<file path="src/design/fnv1_pkg.sv">
// Shared constants and types for the FNV-1 bucket index unit.
// No dependencies; used by fnv1_ctrl, fnv1_dpath and the top level.
`default_nettype none

package fnv1_pkg;

  localparam int unsigned HASH_W    = 32;
  localparam int unsigned BYTE_W    = 8;
  localparam int unsigned COUNT_W   = 25;
  localparam int unsigned INDEX_W   = 24;
  localparam int unsigned STEP_W    = 5;

  localparam logic [HASH_W-1:0]  HASH_INIT        = 32'd2166136261;
  localparam logic [HASH_W-1:0]  HASH_PRIME       = 32'd16777619;
  localparam logic [COUNT_W-1:0] BUCKETS_MAX      = 25'd16777216;
  localparam logic [COUNT_W-1:0] BUCKETS_RESET    = 25'd1024;
  localparam logic [COUNT_W-1:0] BUCKETS_MIN      = 25'd1;
  localparam logic [STEP_W-1:0]  LAST_STEP        = 5'd31;

  // controller -> datapath commands
  typedef struct packed {
    logic fold;      // word accepted: fold byte if flagged
    logic start;     // last word accepted: launch the divider
    logic step;      // one remainder bit
    logic load;      // move result to the output register
  } dp_cmd_t;

endpackage : fnv1_pkg

`default_nettype wire

</file>
<file path="src/design/fnv1_ctrl.sv">
// Controller for the FNV-1 bucket index unit: sequences hashing, the
// 32-step divider and the output register handshake. Uses fnv1_pkg.
`default_nettype none

module fnv1_ctrl (
  input  wire logic             clk,
  input  wire logic             rst,
  input  wire logic             s_tvalid,
  input  wire logic             s_tlast,
  output logic                  s_tready,
  input  wire logic             m_tready,
  output logic                  m_tvalid,
  output fnv1_pkg::dp_cmd_t     cmd
);

  typedef enum logic [1:0] {
    ST_HASH,
    ST_DIV,
    ST_HOLD
  } state_t;

  state_t                        state;
  state_t                        state_next;
  logic [fnv1_pkg::STEP_W-1:0]   step_cnt;
  logic                          accept;
  logic                          out_free;

  assign s_tready = (state == ST_HASH);
  assign accept   = s_tvalid && s_tready;
  assign out_free = !m_tvalid || m_tready;

  always_comb begin
    cmd       = '0;
    cmd.fold  = accept;
    cmd.start = accept && s_tlast;
    cmd.step  = (state == ST_DIV);
    cmd.load  = (state == ST_HOLD) && out_free;
  end

  always_comb begin
    state_next = state;
    case (state)
      ST_HASH: begin
        if (accept && s_tlast) state_next = ST_DIV;
      end
      ST_DIV: begin
        if (step_cnt == fnv1_pkg::LAST_STEP) state_next = ST_HOLD;
      end
      ST_HOLD: begin
        if (out_free) state_next = ST_HASH;
      end
      default: state_next = ST_HASH;
    endcase
  end

  always_ff @(posedge clk) begin
    if (rst) begin
      state    <= ST_HASH;
      step_cnt <= '0;
      m_tvalid <= 1'b0;
    end else begin
      state <= state_next;
      if (state == ST_DIV) step_cnt <= step_cnt + 1'b1;
      else                 step_cnt <= '0;
      if (cmd.load)      m_tvalid <= 1'b1;
      else if (m_tready) m_tvalid <= 1'b0;
    end
  end

endmodule : fnv1_ctrl

`default_nettype wire

</file>
<file path="src/design/fnv1_dpath.sv">
// Datapath for the FNV-1 bucket index unit: running hash, bucket count
// register, bit-serial restoring divider and result register. Uses fnv1_pkg.
`default_nettype none

module fnv1_dpath (
  input  wire logic                          clk,
  input  wire logic                          rst,
  input  wire fnv1_pkg::dp_cmd_t             cmd,
  input  wire logic [fnv1_pkg::BYTE_W-1:0]   key_byte,
  input  wire logic                          byte_valid,
  input  wire logic                          cfg_we,
  input  wire logic [fnv1_pkg::COUNT_W-1:0]  cfg_data,
  output logic      [fnv1_pkg::HASH_W-1:0]   hash_value,
  output logic      [fnv1_pkg::INDEX_W-1:0]  bucket_index
);

  logic [fnv1_pkg::HASH_W-1:0]   running_hash;
  logic [fnv1_pkg::HASH_W-1:0]   hash_folded;
  logic [fnv1_pkg::HASH_W-1:0]   hash_sel;
  logic [fnv1_pkg::COUNT_W-1:0]  bucket_count;
  logic [fnv1_pkg::COUNT_W-1:0]  divisor_eff;
  logic [fnv1_pkg::COUNT_W-1:0]  divisor;
  logic [fnv1_pkg::HASH_W-1:0]   final_hash;
  logic [fnv1_pkg::HASH_W-1:0]   dividend;
  logic [fnv1_pkg::INDEX_W-1:0]  rem;
  logic [fnv1_pkg::COUNT_W-1:0]  rem_shift;
  logic [fnv1_pkg::COUNT_W-1:0]  rem_sub;

  // multiply by the prime, keep the low 32 bits, then xor the byte in
  assign hash_folded = (running_hash * fnv1_pkg::HASH_PRIME)
                       ^ {{(fnv1_pkg::HASH_W-fnv1_pkg::BYTE_W){1'b0}}, key_byte};
  assign hash_sel    = byte_valid ? hash_folded : running_hash;

  always_comb begin
    if (bucket_count == '0)                      divisor_eff = fnv1_pkg::BUCKETS_MIN;
    else if (bucket_count > fnv1_pkg::BUCKETS_MAX) divisor_eff = fnv1_pkg::BUCKETS_MAX;
    else                                         divisor_eff = bucket_count;
  end

  // remainder stays below the divisor, so one compare and subtract per bit
  assign rem_shift = {rem, dividend[fnv1_pkg::HASH_W-1]};
  assign rem_sub   = rem_shift - divisor;

  always_ff @(posedge clk) begin
    if (rst) begin
      running_hash <= fnv1_pkg::HASH_INIT;
      bucket_count <= fnv1_pkg::BUCKETS_RESET;
    end else begin
      if (cfg_we) bucket_count <= cfg_data;
      if (cmd.start)     running_hash <= fnv1_pkg::HASH_INIT;
      else if (cmd.fold) running_hash <= hash_sel;
    end
  end

  always_ff @(posedge clk) begin
    if (cmd.start) begin
      final_hash <= hash_sel;
      dividend   <= hash_sel;
      divisor    <= divisor_eff;
      rem        <= '0;
    end else if (cmd.step) begin
      dividend <= {dividend[fnv1_pkg::HASH_W-2:0], 1'b0};
      if (rem_shift >= divisor) rem <= rem_sub[fnv1_pkg::INDEX_W-1:0];
      else                      rem <= rem_shift[fnv1_pkg::INDEX_W-1:0];
    end
    if (cmd.load) begin
      hash_value   <= final_hash;
      bucket_index <= rem;
    end
  end

endmodule : fnv1_dpath

`default_nettype wire

</file>
<file path="src/design/fnv1_bucket_index_unit.sv">
// Top level of the FNV-1 bucket index unit: joins controller and datapath.
// Depends on fnv1_pkg, fnv1_ctrl and fnv1_dpath.
//
//   channel   | dir | handshake                | payload
//   ----------+-----+--------------------------+------------------------------
//   s_*       | in  | s_tvalid / s_tready      | key_byte, byte_valid, is_last
//   m_*       | out | m_tvalid / m_tready      | hash_value, bucket_index
//   cfg_*     | in  | cfg_valid / cfg_ready    | bucket_count
//
// A key byte is taken every cycle while the unit is hashing; a word with tlast
// starts the bit-serial restoring divider. Input is held off while the divider
// runs and while its result waits for a free output register. Reset (rst,
// synchronous) returns the hash to the offset basis and bucket_count to 1024.
// cfg_ready is always high.
`default_nettype none

module fnv1_bucket_index_unit (
  input  wire logic        clk,
  input  wire logic        rst,
  input  wire logic        s_tvalid,
  output logic             s_tready,
  input  wire logic [7:0]  s_tdata,   // [7:0] key_byte
  input  wire logic        s_tlast,   // is_last
  input  wire logic        s_tuser,   // [0] byte_valid
  output logic             m_tvalid,
  input  wire logic        m_tready,
  output logic [55:0]      m_tdata,   // [31:0] hash_value, [55:32] bucket_index
  input  wire logic        cfg_valid,
  output logic             cfg_ready,
  input  wire logic [24:0] cfg_data   // bucket_count
);

  fnv1_pkg::dp_cmd_t                cmd;
  logic [fnv1_pkg::HASH_W-1:0]      hash_value;
  logic [fnv1_pkg::INDEX_W-1:0]     bucket_index;
  logic                             cfg_we;

  assign cfg_ready = 1'b1;
  assign cfg_we    = cfg_valid && cfg_ready;
  assign m_tdata   = {bucket_index, hash_value};

  fnv1_ctrl u_ctrl (
    .clk      (clk),
    .rst      (rst),
    .s_tvalid (s_tvalid),
    .s_tlast  (s_tlast),
    .s_tready (s_tready),
    .m_tready (m_tready),
    .m_tvalid (m_tvalid),
    .cmd      (cmd)
  );

  fnv1_dpath u_dpath (
    .clk          (clk),
    .rst          (rst),
    .cmd          (cmd),
    .key_byte     (s_tdata),
    .byte_valid   (s_tuser),
    .cfg_we       (cfg_we),
    .cfg_data     (cfg_data),
    .hash_value   (hash_value),
    .bucket_index (bucket_index)
  );

`ifndef ASSERT_OFF
  // last word accepted: input held off while the divider runs
  a_hold_after_last: assert property (@(posedge clk) disable iff (rst)
    cmd.start |=> !s_tready)
    else $error("input ready straight after a last word");

  // a result only appears after the controller loads it
  a_valid_from_load: assert property (@(posedge clk) disable iff (rst)
    $rose(m_tvalid) |-> $past(cmd.load))
    else $error("output valid without a load");

  // divider never restarted mid-run
  a_no_start_in_div: assert property (@(posedge clk) disable iff (rst)
    !(cmd.start && cmd.step))
    else $error("divider start during a step");
`endif

endmodule : fnv1_bucket_index_unit

`default_nettype wire

</file>
<file path="config.mk">
export PLATFORM = sky130hd
export DESIGN_NAME = fnv1_bucket_index_unit
export DESIGN_NICKNAME = d
export VERILOG_FILES = /design/src/design/fnv1_pkg.sv /design/src/design/fnv1_ctrl.sv /design/src/design/fnv1_dpath.sv /design/src/design/fnv1_bucket_index_unit.sv
export SDC_FILE = /design/constraint.sdc
export NUM_CORES = 1
export LEC_CHECK = 0
export ABC_AREA = 1
export BUFFER_PORTS_ARGS = -buffer_cell sky130_fd_sc_hd__buf_2
export CAP_MARGIN = 25
export CORE_UTILIZATION = 41
export CTS_CLUSTER_DIAMETER = 120
export DETAILED_ROUTE_END_ITERATION = 10
export PLACE_DENSITY = 0.65
export RECOVER_POWER = 25
export SLEW_MARGIN = 10
export SYNTH_ARGS = -nofsm -noshare
export SYNTH_HDL_FRONTEND = slang
export SYNTH_SLANG_ARGS = --single-unit
export TNS_END_PERCENT = 1
</file>
<file path="constraint.sdc">
create_clock -name clk -period 7.25 [get_ports clk]
set_clock_uncertainty 0.2 [all_clocks]
set_input_delay 0.3625 -clock clk [delete_from_list [all_inputs] [get_ports clk]]
set_output_delay 0.3625 -clock clk [all_outputs]
set_load 0.1 [all_outputs]
</file>
* Word-level counts from Yosys, hierarchy flattened
Cells that the tools add are included.
** Operators by class
- Add/sub/neg operators :: 2
- Multipliers :: 1
- Divide/modulo/power cells :: 0
- Order comparisons :: 2
- Eq/ne operators :: 6
- Shifts and indexed selects :: 0
- Multiplexer cells :: 11
- Bitwise logic cells :: 2
- Reduce and logical (&&, ||, !) cells :: 13
** Operators by type and width (number)
- $mux 32 :: 3
- $mul 32x25->32 const B :: 1
- $xor 32x8->32 :: 1
- $ge 25x25->1 :: 1
- $gt 25x25->1 const B :: 1
- $logic_not 25->1 :: 1
- $mux 25 :: 1
- $mux 24 :: 1
- $sub 24x24->24 :: 1
- $mux 2 :: 3
- $pmux 2 s3 :: 1
- $reduce_or 2->1 :: 3
- $add 5x1->5 const B :: 1
- $eq 5x5->1 const B :: 1
- $ne 2x1->1 const B :: 2
- $reduce_bool 2->1 :: 2
- $logic_and 1x1->1 :: 3
- $reduce_and 3->1 :: 1
- $eq 2x1->1 const B :: 1
- $eq 2x2->1 const B :: 1
- $logic_not 2->1 :: 1
- $mux 1 :: 2
- $ne 2x2->1 const B :: 1
- $logic_not 1->1 :: 1
- other kinds (2) :: 2
** Storage, ports and cells
- Register bits after elaboration :: 234
- Bits in latches :: 0
- Memory bits (writable) :: 0
- ROM bits :: 0
- Bits of input ports :: 40
- Output and inout bits :: 59
- Word-level logic and storage cells :: 49
- Memories kept :: 0

* Depth between registers and ports, before layout
Gate-level depths: netlist of run 1.
- Word-level depth :: 5
- Depth in mapped cells :: 25
- Depth with buffers taken out :: 25

* By module
From an unflattened synthesis of run 1, not the netlist that was laid out.
** Second synthesis, totals
- Cell total of the unflattened synthesis :: 1901
- Area total of the unflattened synthesis :: 16547.1 um^2
** Modules (own cells, without submodules)
- fnv1_dpath :: instances 1, cells each 1853, area an instance 16174.3 um^2, seq. area each 5975.7 um^2
- fnv1_ctrl :: instances 1, cells each 46, area an instance 361.6 um^2, seq. area each 160.2 um^2
- fnv1_bucket_index_unit :: instances 1, cells each 2, area an instance 11.3 um^2, seq. area each 0.0 um^2

* Worst setup path after synthesis of run 1
Ideal clock, no wire load.
- Path kind :: flip-flop to flip-flop
- Start :: reg u_dpath.running_hash[17] (netlist name)
- End :: reg u_dpath.dividend[30] (netlist name), data pin
- Setup time :: 0.262 ns
- Data arrival time :: 4.546 ns
- Data required time :: 6.788 ns
- Path slack :: 2.242 ns
- Stages on the path, launching flop included :: 22
- Path buffers :: 0
- Clock period less this slack :: 5.008 ns
- Path through :: dfxtp_1 > ha_1 > ha_1 > fa_1 > ha_1 > fa_1 > inv_1 > fa_1 > fa_1 > inv_1 > ha_1 > nand2_1 > nor2_1 > inv_1 > nor4_1 > nand3_1 > nand2_1 > nand2_1 > nand3_1 > nand2_1 > nand2_1 > nand2_1
** Between the ends
- Cells in the longest elaborated chain, start to end :: 4
** Ends and longest elaborated chain
- start, declared :: RTL line fnv1_dpath.sv:17 : logic [fnv1_pkg::HASH_W-1:0] running_hash;
- start signal, assigned :: RTL line fnv1_dpath.sv:46 : running_hash <= fnv1_pkg::HASH_INIT;
- start signal, assigned :: RTL line fnv1_dpath.sv:50 : if (cmd.start) running_hash <= fnv1_pkg::HASH_INIT;
- start signal, assigned :: RTL line fnv1_dpath.sv:51 : else if (cmd.fold) running_hash <= hash_sel;
- $mul 32x25->32 :: RTL line fnv1_dpath.sv:30 : assign hash_folded = (running_hash * fnv1_pkg::HASH_PRIME)
- $xor 32x8->32 :: RTL line fnv1_dpath.sv:31 : ^ {{(fnv1_pkg::HASH_W-fnv1_pkg::BYTE_W){1'b0}}, key_byte};
- $mux 32 :: RTL line fnv1_dpath.sv:32 : assign hash_sel = byte_valid ? hash_folded : running_hash;
- net u_dpath.hash_sel, one bit :: RTL line fnv1_dpath.sv:19 : logic [fnv1_pkg::HASH_W-1:0] hash_sel;
- $mux 32 :: RTL line fnv1_dpath.sv:56 : if (cmd.start) begin
- end signal, assigned :: RTL line fnv1_dpath.sv:58 : dividend <= hash_sel;
- end signal, assigned :: RTL line fnv1_dpath.sv:62 : dividend <= {dividend[fnv1_pkg::HASH_W-2:0], 1'b0};
- end, declared :: RTL line fnv1_dpath.sv:24 : logic [fnv1_pkg::HASH_W-1:0] dividend;
The timed path passes the listed nets, and every way through them passes these cells.
A chain may end at the register's enable or synchronous reset.

* Worst setup path in the final report of run 1
- Start :: reg u_dpath.running_hash[16] (netlist name)
- End :: reg u_dpath.dividend[30] (netlist name), data pin
Same word-level chain as after synthesis.

==> results by group, run 1 <==
Placement
  – GP Congestion: 0.9456
  – DP HPWL: 32690 µm
  – I/O Buffers: 97

CTS
  – Post-cts resize count: 0
  – CTS tree: yes
  – # H-tree levels: 1
  – Total CTS buffers: 24
  – Clock transition at the registers of the reported paths: 0.07 ns
  – Clk_lat worst skew: 0.53 ns
  – Clk buf depth: 3
  – Clock root cell: clkbuf_16
  – Clock Sink Count: 234

Synthesis
  – Synth Net Count: 2238
  – Number of synthesized register bits: 234
  – Gate Count Post-Synth: 1910
  – Library cells used by synthesis: 44
  – Ys Warns: 0
  – Main synth FF type: edfxtp_1
  – Avg Inst Size Synth: 8.580 µm²
  – Async S/R FF share, synth: 0%
  – Number of synthesized flops with an enable pin: 145
  – Syn Std Cell Area: 16390 µm²
  – Post-synthesis sequential area ratio: 37.44%

Die
  – Initial Utilization: 42.01%
  – Die area: 40770 µm²
  – Die width: 201.9 µm
  – Die Y: 201.9 µm
  – Num rows: 72
  – Core ar.: 39010 µm²
  – Ports: 99

Global route
  – Largest net degree at the start of global routing: 58
  – Grt total ovfl: 0
  – First-pass GRT wire length: 68280 µm
  – Vias in the first global route: 12800
  – Initial antenna violation count: 0
  – Total global-route track usage: 21.12%

Detailed routing
  – Pre-Repair DR Iteration Count: 5
  – DRT iter0 DRCs: 853
  – Vias: 12870
  – Final ANT Viol Nets: 0
  – Total wire length: 41740 µm
  – DR WL/cell: 16.26 µm
  – DR vias/cell: 5.012
  – Detailed-route DRC error count: 0

Critical path
  – Worst setup SP type: register
  – Worst r2r dst: u_dpath.dividend[30]
  – Worst EP required: 7.34 ns
  – R2R Path Start: u_dpath.running_hash[16]
  – Worst path bufs/invs: 3
  – Slowest CP cell: dfxtp_1
  – Crit path capture type: register
  – CP delay by family, top: adder cells
  – Critical path data arrival time: 5.88 ns
  – Crit Path Category: register to register
  – Worst path cell trace: ha_1, ha_1, fa_1, ha_1, fa_1, inv_1, fa_1, fa_1, inv_1, ha_1, nand2_1, nor2_1, inv_1, nor4_1, nand3_1, nand2_1, nand2_1, nand3_1, nand2_1, nand2_1, nand2_1
  – Most frequent CP cell: nand2_1
  – R2R depth: 21
  – CP max FO: 7
  – R2R setup slack: 1.45 ns
  – Crit-path max cell delay: 0.56 ns

Timing
  – Worst Max-Slew Pin Slew: 1.183 ns
  – Post-layout min period: 5.795 ns
  – Max Slew Vio Count: 0
  – Final setup vio count: 0
  – Max-slew headroom: 21.44%
  – RSZ-0062 raised after global routing: false
  – Setup_tns: 0 ns
  – Final hold viol count: 0
  – Final cycle utilization of the critical path: 79.93%
  – Max frequency: 172.6 MHz

Final layout
  – Fraction of layout cells with a size suffix above 1: 6.930%
  – Final #Nets: 2359
  – Diode count: 0
  – Commonest non-fill, non-tap cells in the layout: nand2_1 (423), inv_1 (336), ha_1 (213)
  – Area growth syn-to-layout: 13.21%
  – Commonest non-fill, non-tap cell in the layout: nand2_1

Worst hold path
  – Min-Delay Endpoint: u_dpath.running_hash[2]
  – Hold path depth: 5
  – Hold Path Class: input port to register
  – Hold path start: s_tdata[2]

Outcome
  – Status: finished clean

Job
  – Maxcap violations: 0
-- per-stage QoR --
| stage | instances | hold WS [ns] | cell area [µm²] | worst slack, ns | util (%) |
|---|---|---|---|---|---|
| after global placement | 2489 | 0.2012 | 17390 | 1.398 | 44.57 |
| after global routing | 2567 | 0.1409 | 18550 | 1.188 | 47.56 |
| after floorplan | 1910 | 0.2003 | 16390 | 2.242 | - |
| after CTS | 2566 | 0.1149 | 18580 | 1.458 | 47.64 |
| after detailed placement | 2492 | 0.2062 | 17470 | 1.472 | 44.78 |
| final | 2567 | 0.1316 | 18550 | 1.455 | 47.56 |
-- worst max path at each step --
| stage | start | end | slack, ns | cells past startpoint |
|---|---|---|---|---|
| global route | u_dpath.running_hash[12] | u_dpath.dividend[31] | 1.19 | 20 |
| floorplan | u_dpath.running_hash[17] | u_dpath.dividend[30] | 2.24 | 21 |
| CTS | u_dpath.running_hash[17] | u_dpath.dividend[30] | 1.46 | 21 |
| detailed placement | u_dpath.running_hash[16] | u_dpath.dividend[30] | 1.47 | 21 |
| global placement | u_dpath.running_hash[16] | u_dpath.dividend[30] | 1.40 | 21 |
| finish | u_dpath.running_hash[16] | u_dpath.dividend[30] | 1.45 | 21 |
-- cells in the mapped netlist (2+ instances only) --
cell type,n,share of area (%)
clkinv_1,2,0.046
nand3_1,96,2.9
edfxtp_1,145,27
a31oi_1,3,0.11
o21ai_1,19,0.58
nand2_1,423,9.7
clkbuf_1,28,0.64
nand3b_1,2,0.092
nor3_1,9,0.27
dfxtp_1,89,11
ha_1,213,16
or2_2,4,0.15
and2_1,2,0.076
buf_6,3,0.21
inv_1,336,7.7
a21oi_1,100,3.1
nand3_4,2,0.21
buf_1,6,0.14
nand2_2,2,0.076
nor4_1,6,0.23
xnor2_1,23,1.2
o211ai_1,3,0.14
a21oi_2,2,0.11
a21o_1,4,0.18
o21bai_1,6,0.27
buf_2,2,0.061
buf_4,2,0.092
fa_1,75,9.2
nor2_1,167,3.8
o21ai_0,90,2.7
inv_2,2,0.046
xor2_1,11,0.59
nand4_1,22,0.84
-- per-layer routing --
metal | GRT usage (%) | vias up | wire length, µm
met5 | 0 | - | 0
met4 | 5.682 | 0 | 872
met3 | 1.951 | 61 | 1842
met2 | 34.28 | 349 | 19090
met1 | 30.07 | 6024 | 19940
li1 | - | 6433 | -
-- area by class of cell --
cell class,count,area [µm²]
clock inverters,12,121.4
inverters,340,1276
well taps,518,648.1
clock buffers,32,691.9
fillers,3678,20460
repair buffers,136,882.1
flip-flops and latches,234,6136
multi-input cells,1295,8796
-- cells by family after synthesis --
family / share of synthesized area (%)
flip-flops: 37.44
AO/OA/AOI/OAI: 7.498
other: 0.02288
AND/OR/NAND/NOR: 18.87
buffers and inverters: 8.926
adder cells (fa/ha/maj): 25.43
XOR/XNOR: 1.817
-- flip-flops by register name, indices dropped and copies added, names as in the netlist --
register              count
u_dpath.dividend         32
u_dpath.final_hash       32
u_dpath.hash_value       32
u_dpath.running_hash     32
u_dpath.bucket_count     25
u_dpath.divisor          25
u_dpath.bucket_index     24
u_dpath.rem              24
u_ctrl.step_cnt           5
u_ctrl.state              2
u_ctrl.m_tvalid           1
-- what timing repair did --
item | CTS | global route
hold endpoints to repair | 28 | 0
hold buffers | 30 | 0
buffers inserted | 0 | 0
-- worst min-delay path, stage by stage --
cell and delay, ns:
buf_2 0.08, xnor2_1 0.10, o21ai_0 0.12, nand2_1 0.08, nand3_1 0.06
Power of run 1 is left out: the tool's default activity adds up to more than one toggle a clock period on the data nets, which glitch-free logic cannot reach.
==> inputs of run 2 (changes only) <==
==> constraint.sdc (replaced) <==
create_clock -name clk -period 5.5 [get_ports clk]
set_clock_uncertainty 0.2 [all_clocks]
set_input_delay 0.275 -clock clk [delete_from_list [all_inputs] [get_ports clk]]
set_output_delay 0.275 -clock clk [all_outputs]
set_load 0.1 [all_outputs]
==> run 2 against run 1 <==
  * Design area increased by 3.5%
  * Non-clock buffer count rose by 74
  * Routed wire length up 1.3%
  * Hold slack lost 0.091 ns
  * Die area unchanged
  * Clock-buffer cell count increased by 3
  * Sequential cell count did not move
  * Critical path type unchanged
  * Critical endpoint is now u_dpath.final_hash[31]
  * Largest cell class unchanged
  * Highest routed layer unchanged
==> results by group, run 2 (same netlist as run 1, synthesis figures left out) <==
Final layout
  – Fraction of layout cells with a size suffix above 1: 11.91% (+5.0 points)
  – Commonest non-fill, non-tap cells in the layout: nand2_1 (414), inv_1 (336), ha_1 (206)
  – Area growth syn-to-layout: 17.17%
  – Commonest non-fill, non-tap cell in the layout: nand2_1
  – Final #Nets: 2434 (+3.2%)
  – Final cell count without fillers: 2643 (+3.0%)

Detailed routing
  – M1 wire length: 19710 µm (-1.1%)
  – DR vias/cell: 5.011 (about the same)
  – DRT iter0 DRCs: 759 (-11%)
  – Final ANT Viol Nets: 0 (unchanged)
  – Met2 wire length: 19230 µm (+0.73%)
  – Total wire length: 42290 µm (+1.3%)
  – Highest routed layer: met4
  – Vias: 13240 (+2.9%)
  – Detailed-route DRC error count: 0 (unchanged)
  – DR WL/cell: 16.00 µm (-1.6%)
  – Pre-Repair DR Iteration Count: 5 (unchanged)
  – Met3 WL post-DR: 2218 µm (+20%)

CTS
  – Clk buf depth: 3 (unchanged)
  – # H-tree levels: 1 (unchanged)
  – CTS tree: yes
  – Clk_lat worst skew: 0.54 ns (about the same)
  – Total CTS buffers: 25 (+4.2%)
  – Clock root cell: clkbuf_16
  – Clock Sink Count: 234 (unchanged)
  – Clock transition at the registers of the reported paths: 0.06 ns (about the same)

Critical path
  – Crit Path Category: register to register
  – Worst EP required: 5.60 ns (-1.74 ns)
  – Worst setup SP type: register
  – Slowest CP cell: fa_1
  – Worst path cell trace: ha_1, ha_1, fa_1, ha_1, fa_1, ha_1, inv_1, fa_1, inv_1, ha_1, buf_4, nand2_1, o21ai_0, inv_1, nand2_1, nand2_1, nand3_1, inv_1, nand2_1, nand3_1, and2_1
  – Crit path launch: u_dpath.running_hash[13]
  – Most frequent CP cell: ha_1
  – Crit path capture type: register
  – CP delay by family, top: adder cells
  – Worst path bufs/invs: 5 (+2)
  – Crit-path max cell delay: 0.53 ns (-0.03 ns)
  – R2R Path Start: u_dpath.running_hash[13]
  – CP max FO: 4 (-3)
  – R2R setup slack: 0.14 ns (-1.31 ns)
  – Critical path data arrival time: 5.45 ns (-0.43 ns)

Die
  – Core ar.: 39010 µm² (unchanged)
  – Die Y: 201.9 µm (unchanged)
  – Num rows: 72 (unchanged)
  – Ports: 99 (unchanged)
  – Die width: 201.9 µm (unchanged)
  – Initial Utilization: 42.01% (unchanged)
  – Die area: 40770 µm² (unchanged)

Global route
  – Largest net degree at the start of global routing: 72 (+24%)
  – First-pass GRT wire length: 68980 µm (+1.0%)
  – Vias in the first global route: 13280 (+3.8%)
  – Total global-route track usage: 21.23% (+0.11 points)
  – Initial antenna violation count: 1 (+1)
  – Grt total ovfl: 0 (unchanged)

Timing
  – Max-slew headroom: 22.34% (+0.90 points)
  – Max Slew Vio Count: 0 (unchanged)
  – Post-layout min period: 5.356 ns (-0.4387 ns)
  – Final setup vio count: 0 (unchanged)
  – Worst Max-Slew Pin Slew: 1.170 ns (-0.01349 ns)
  – Final cycle utilization of the critical path: 97.39% (+17 points)
  – RSZ-0062 raised after global routing: true
  – Max frequency: 186.7 MHz (+8.2%)
  – Final hold viol count: 0 (unchanged)
  – Hold WS: 0.04084 ns (-0.09078 ns)

Placement
  – DP HPWL: 33350 µm (+2.0%)
  – GP Congestion: 0.8951 (-5.3%)
  – I/O Buffers: 97 (unchanged)
  – Placed cells: 2565 (+2.9%)

Worst hold path
  – Hold Path Class: input port to register
  – Hold path start: s_tdata[0]

Job
  – Maxcap violations: 0 (unchanged)

Outcome
  – Status: finished clean
## run 2: changes by cell type in the layout (fill, tap and decap cells not counted), sizes merged
cell / change
diode: +1
buf: +77
clkinvlp: +1
clkbuf: -1
bufinv: -1
inv: -1
clkinv: -1
dlygate4sd3: +1
## run 2: cell type report
type / count / area, µm²
fillers: 3658 / 19810
multi-input cells: 1295 / 8981
flip-flops and latches: 234 / 6143
repair buffers: 210 / 1393
inverters: 340 / 1276
clock buffers: 35 / 673.1
well taps: 518 / 648.1
clock inverters: 10 / 83.83
diodes: 1 / 2.502
## run 2: per-stage QoR
step                      area (µm²)  setup slack [ns]  TNS (ns)  utilization (%)
final                          19200            0.1436         0            49.22
after global routing           19200          -0.06640   -0.2930            49.22
after CTS                      19030           0.04981         0            48.79
after detailed placement       17960           0.05276         0            46.05
after global placement         17950           0.05259         0            46.02
after floorplan                16390            0.4924         0                -
## run 2: final timing paths
check	endpoint	depth (start not counted)
max	u_dpath.final_hash[31]	21
min	u_dpath.running_hash[0]	4
max reg2reg	u_dpath.final_hash[31]	21
min reg2reg	u_dpath.hash_value[28]	0
## run 2: repair_timing
action                     CTS  global route
hold endpoints to repair    35             0
setup buffers                0             1
hold buffers                31             0
resized for setup            0            55
setup endpoints to repair    0            44
## run 2: routing by layer
layer / vias to the layer above / global-route usage [%]
li1: 6576 / -
met5: - / 0
met4: 0 / 6.196
met1: 6256 / 29.93
met3: 77 / 2.225
met2: 334 / 34.38
## run 2: tightest hold or removal path, stage by stage
cell	delay, ns
buf_2	0.10
nand2_1	0.07
xor2_1	0.11
o21ai_0	0.16
Power of run 2 is left out for the same reason.
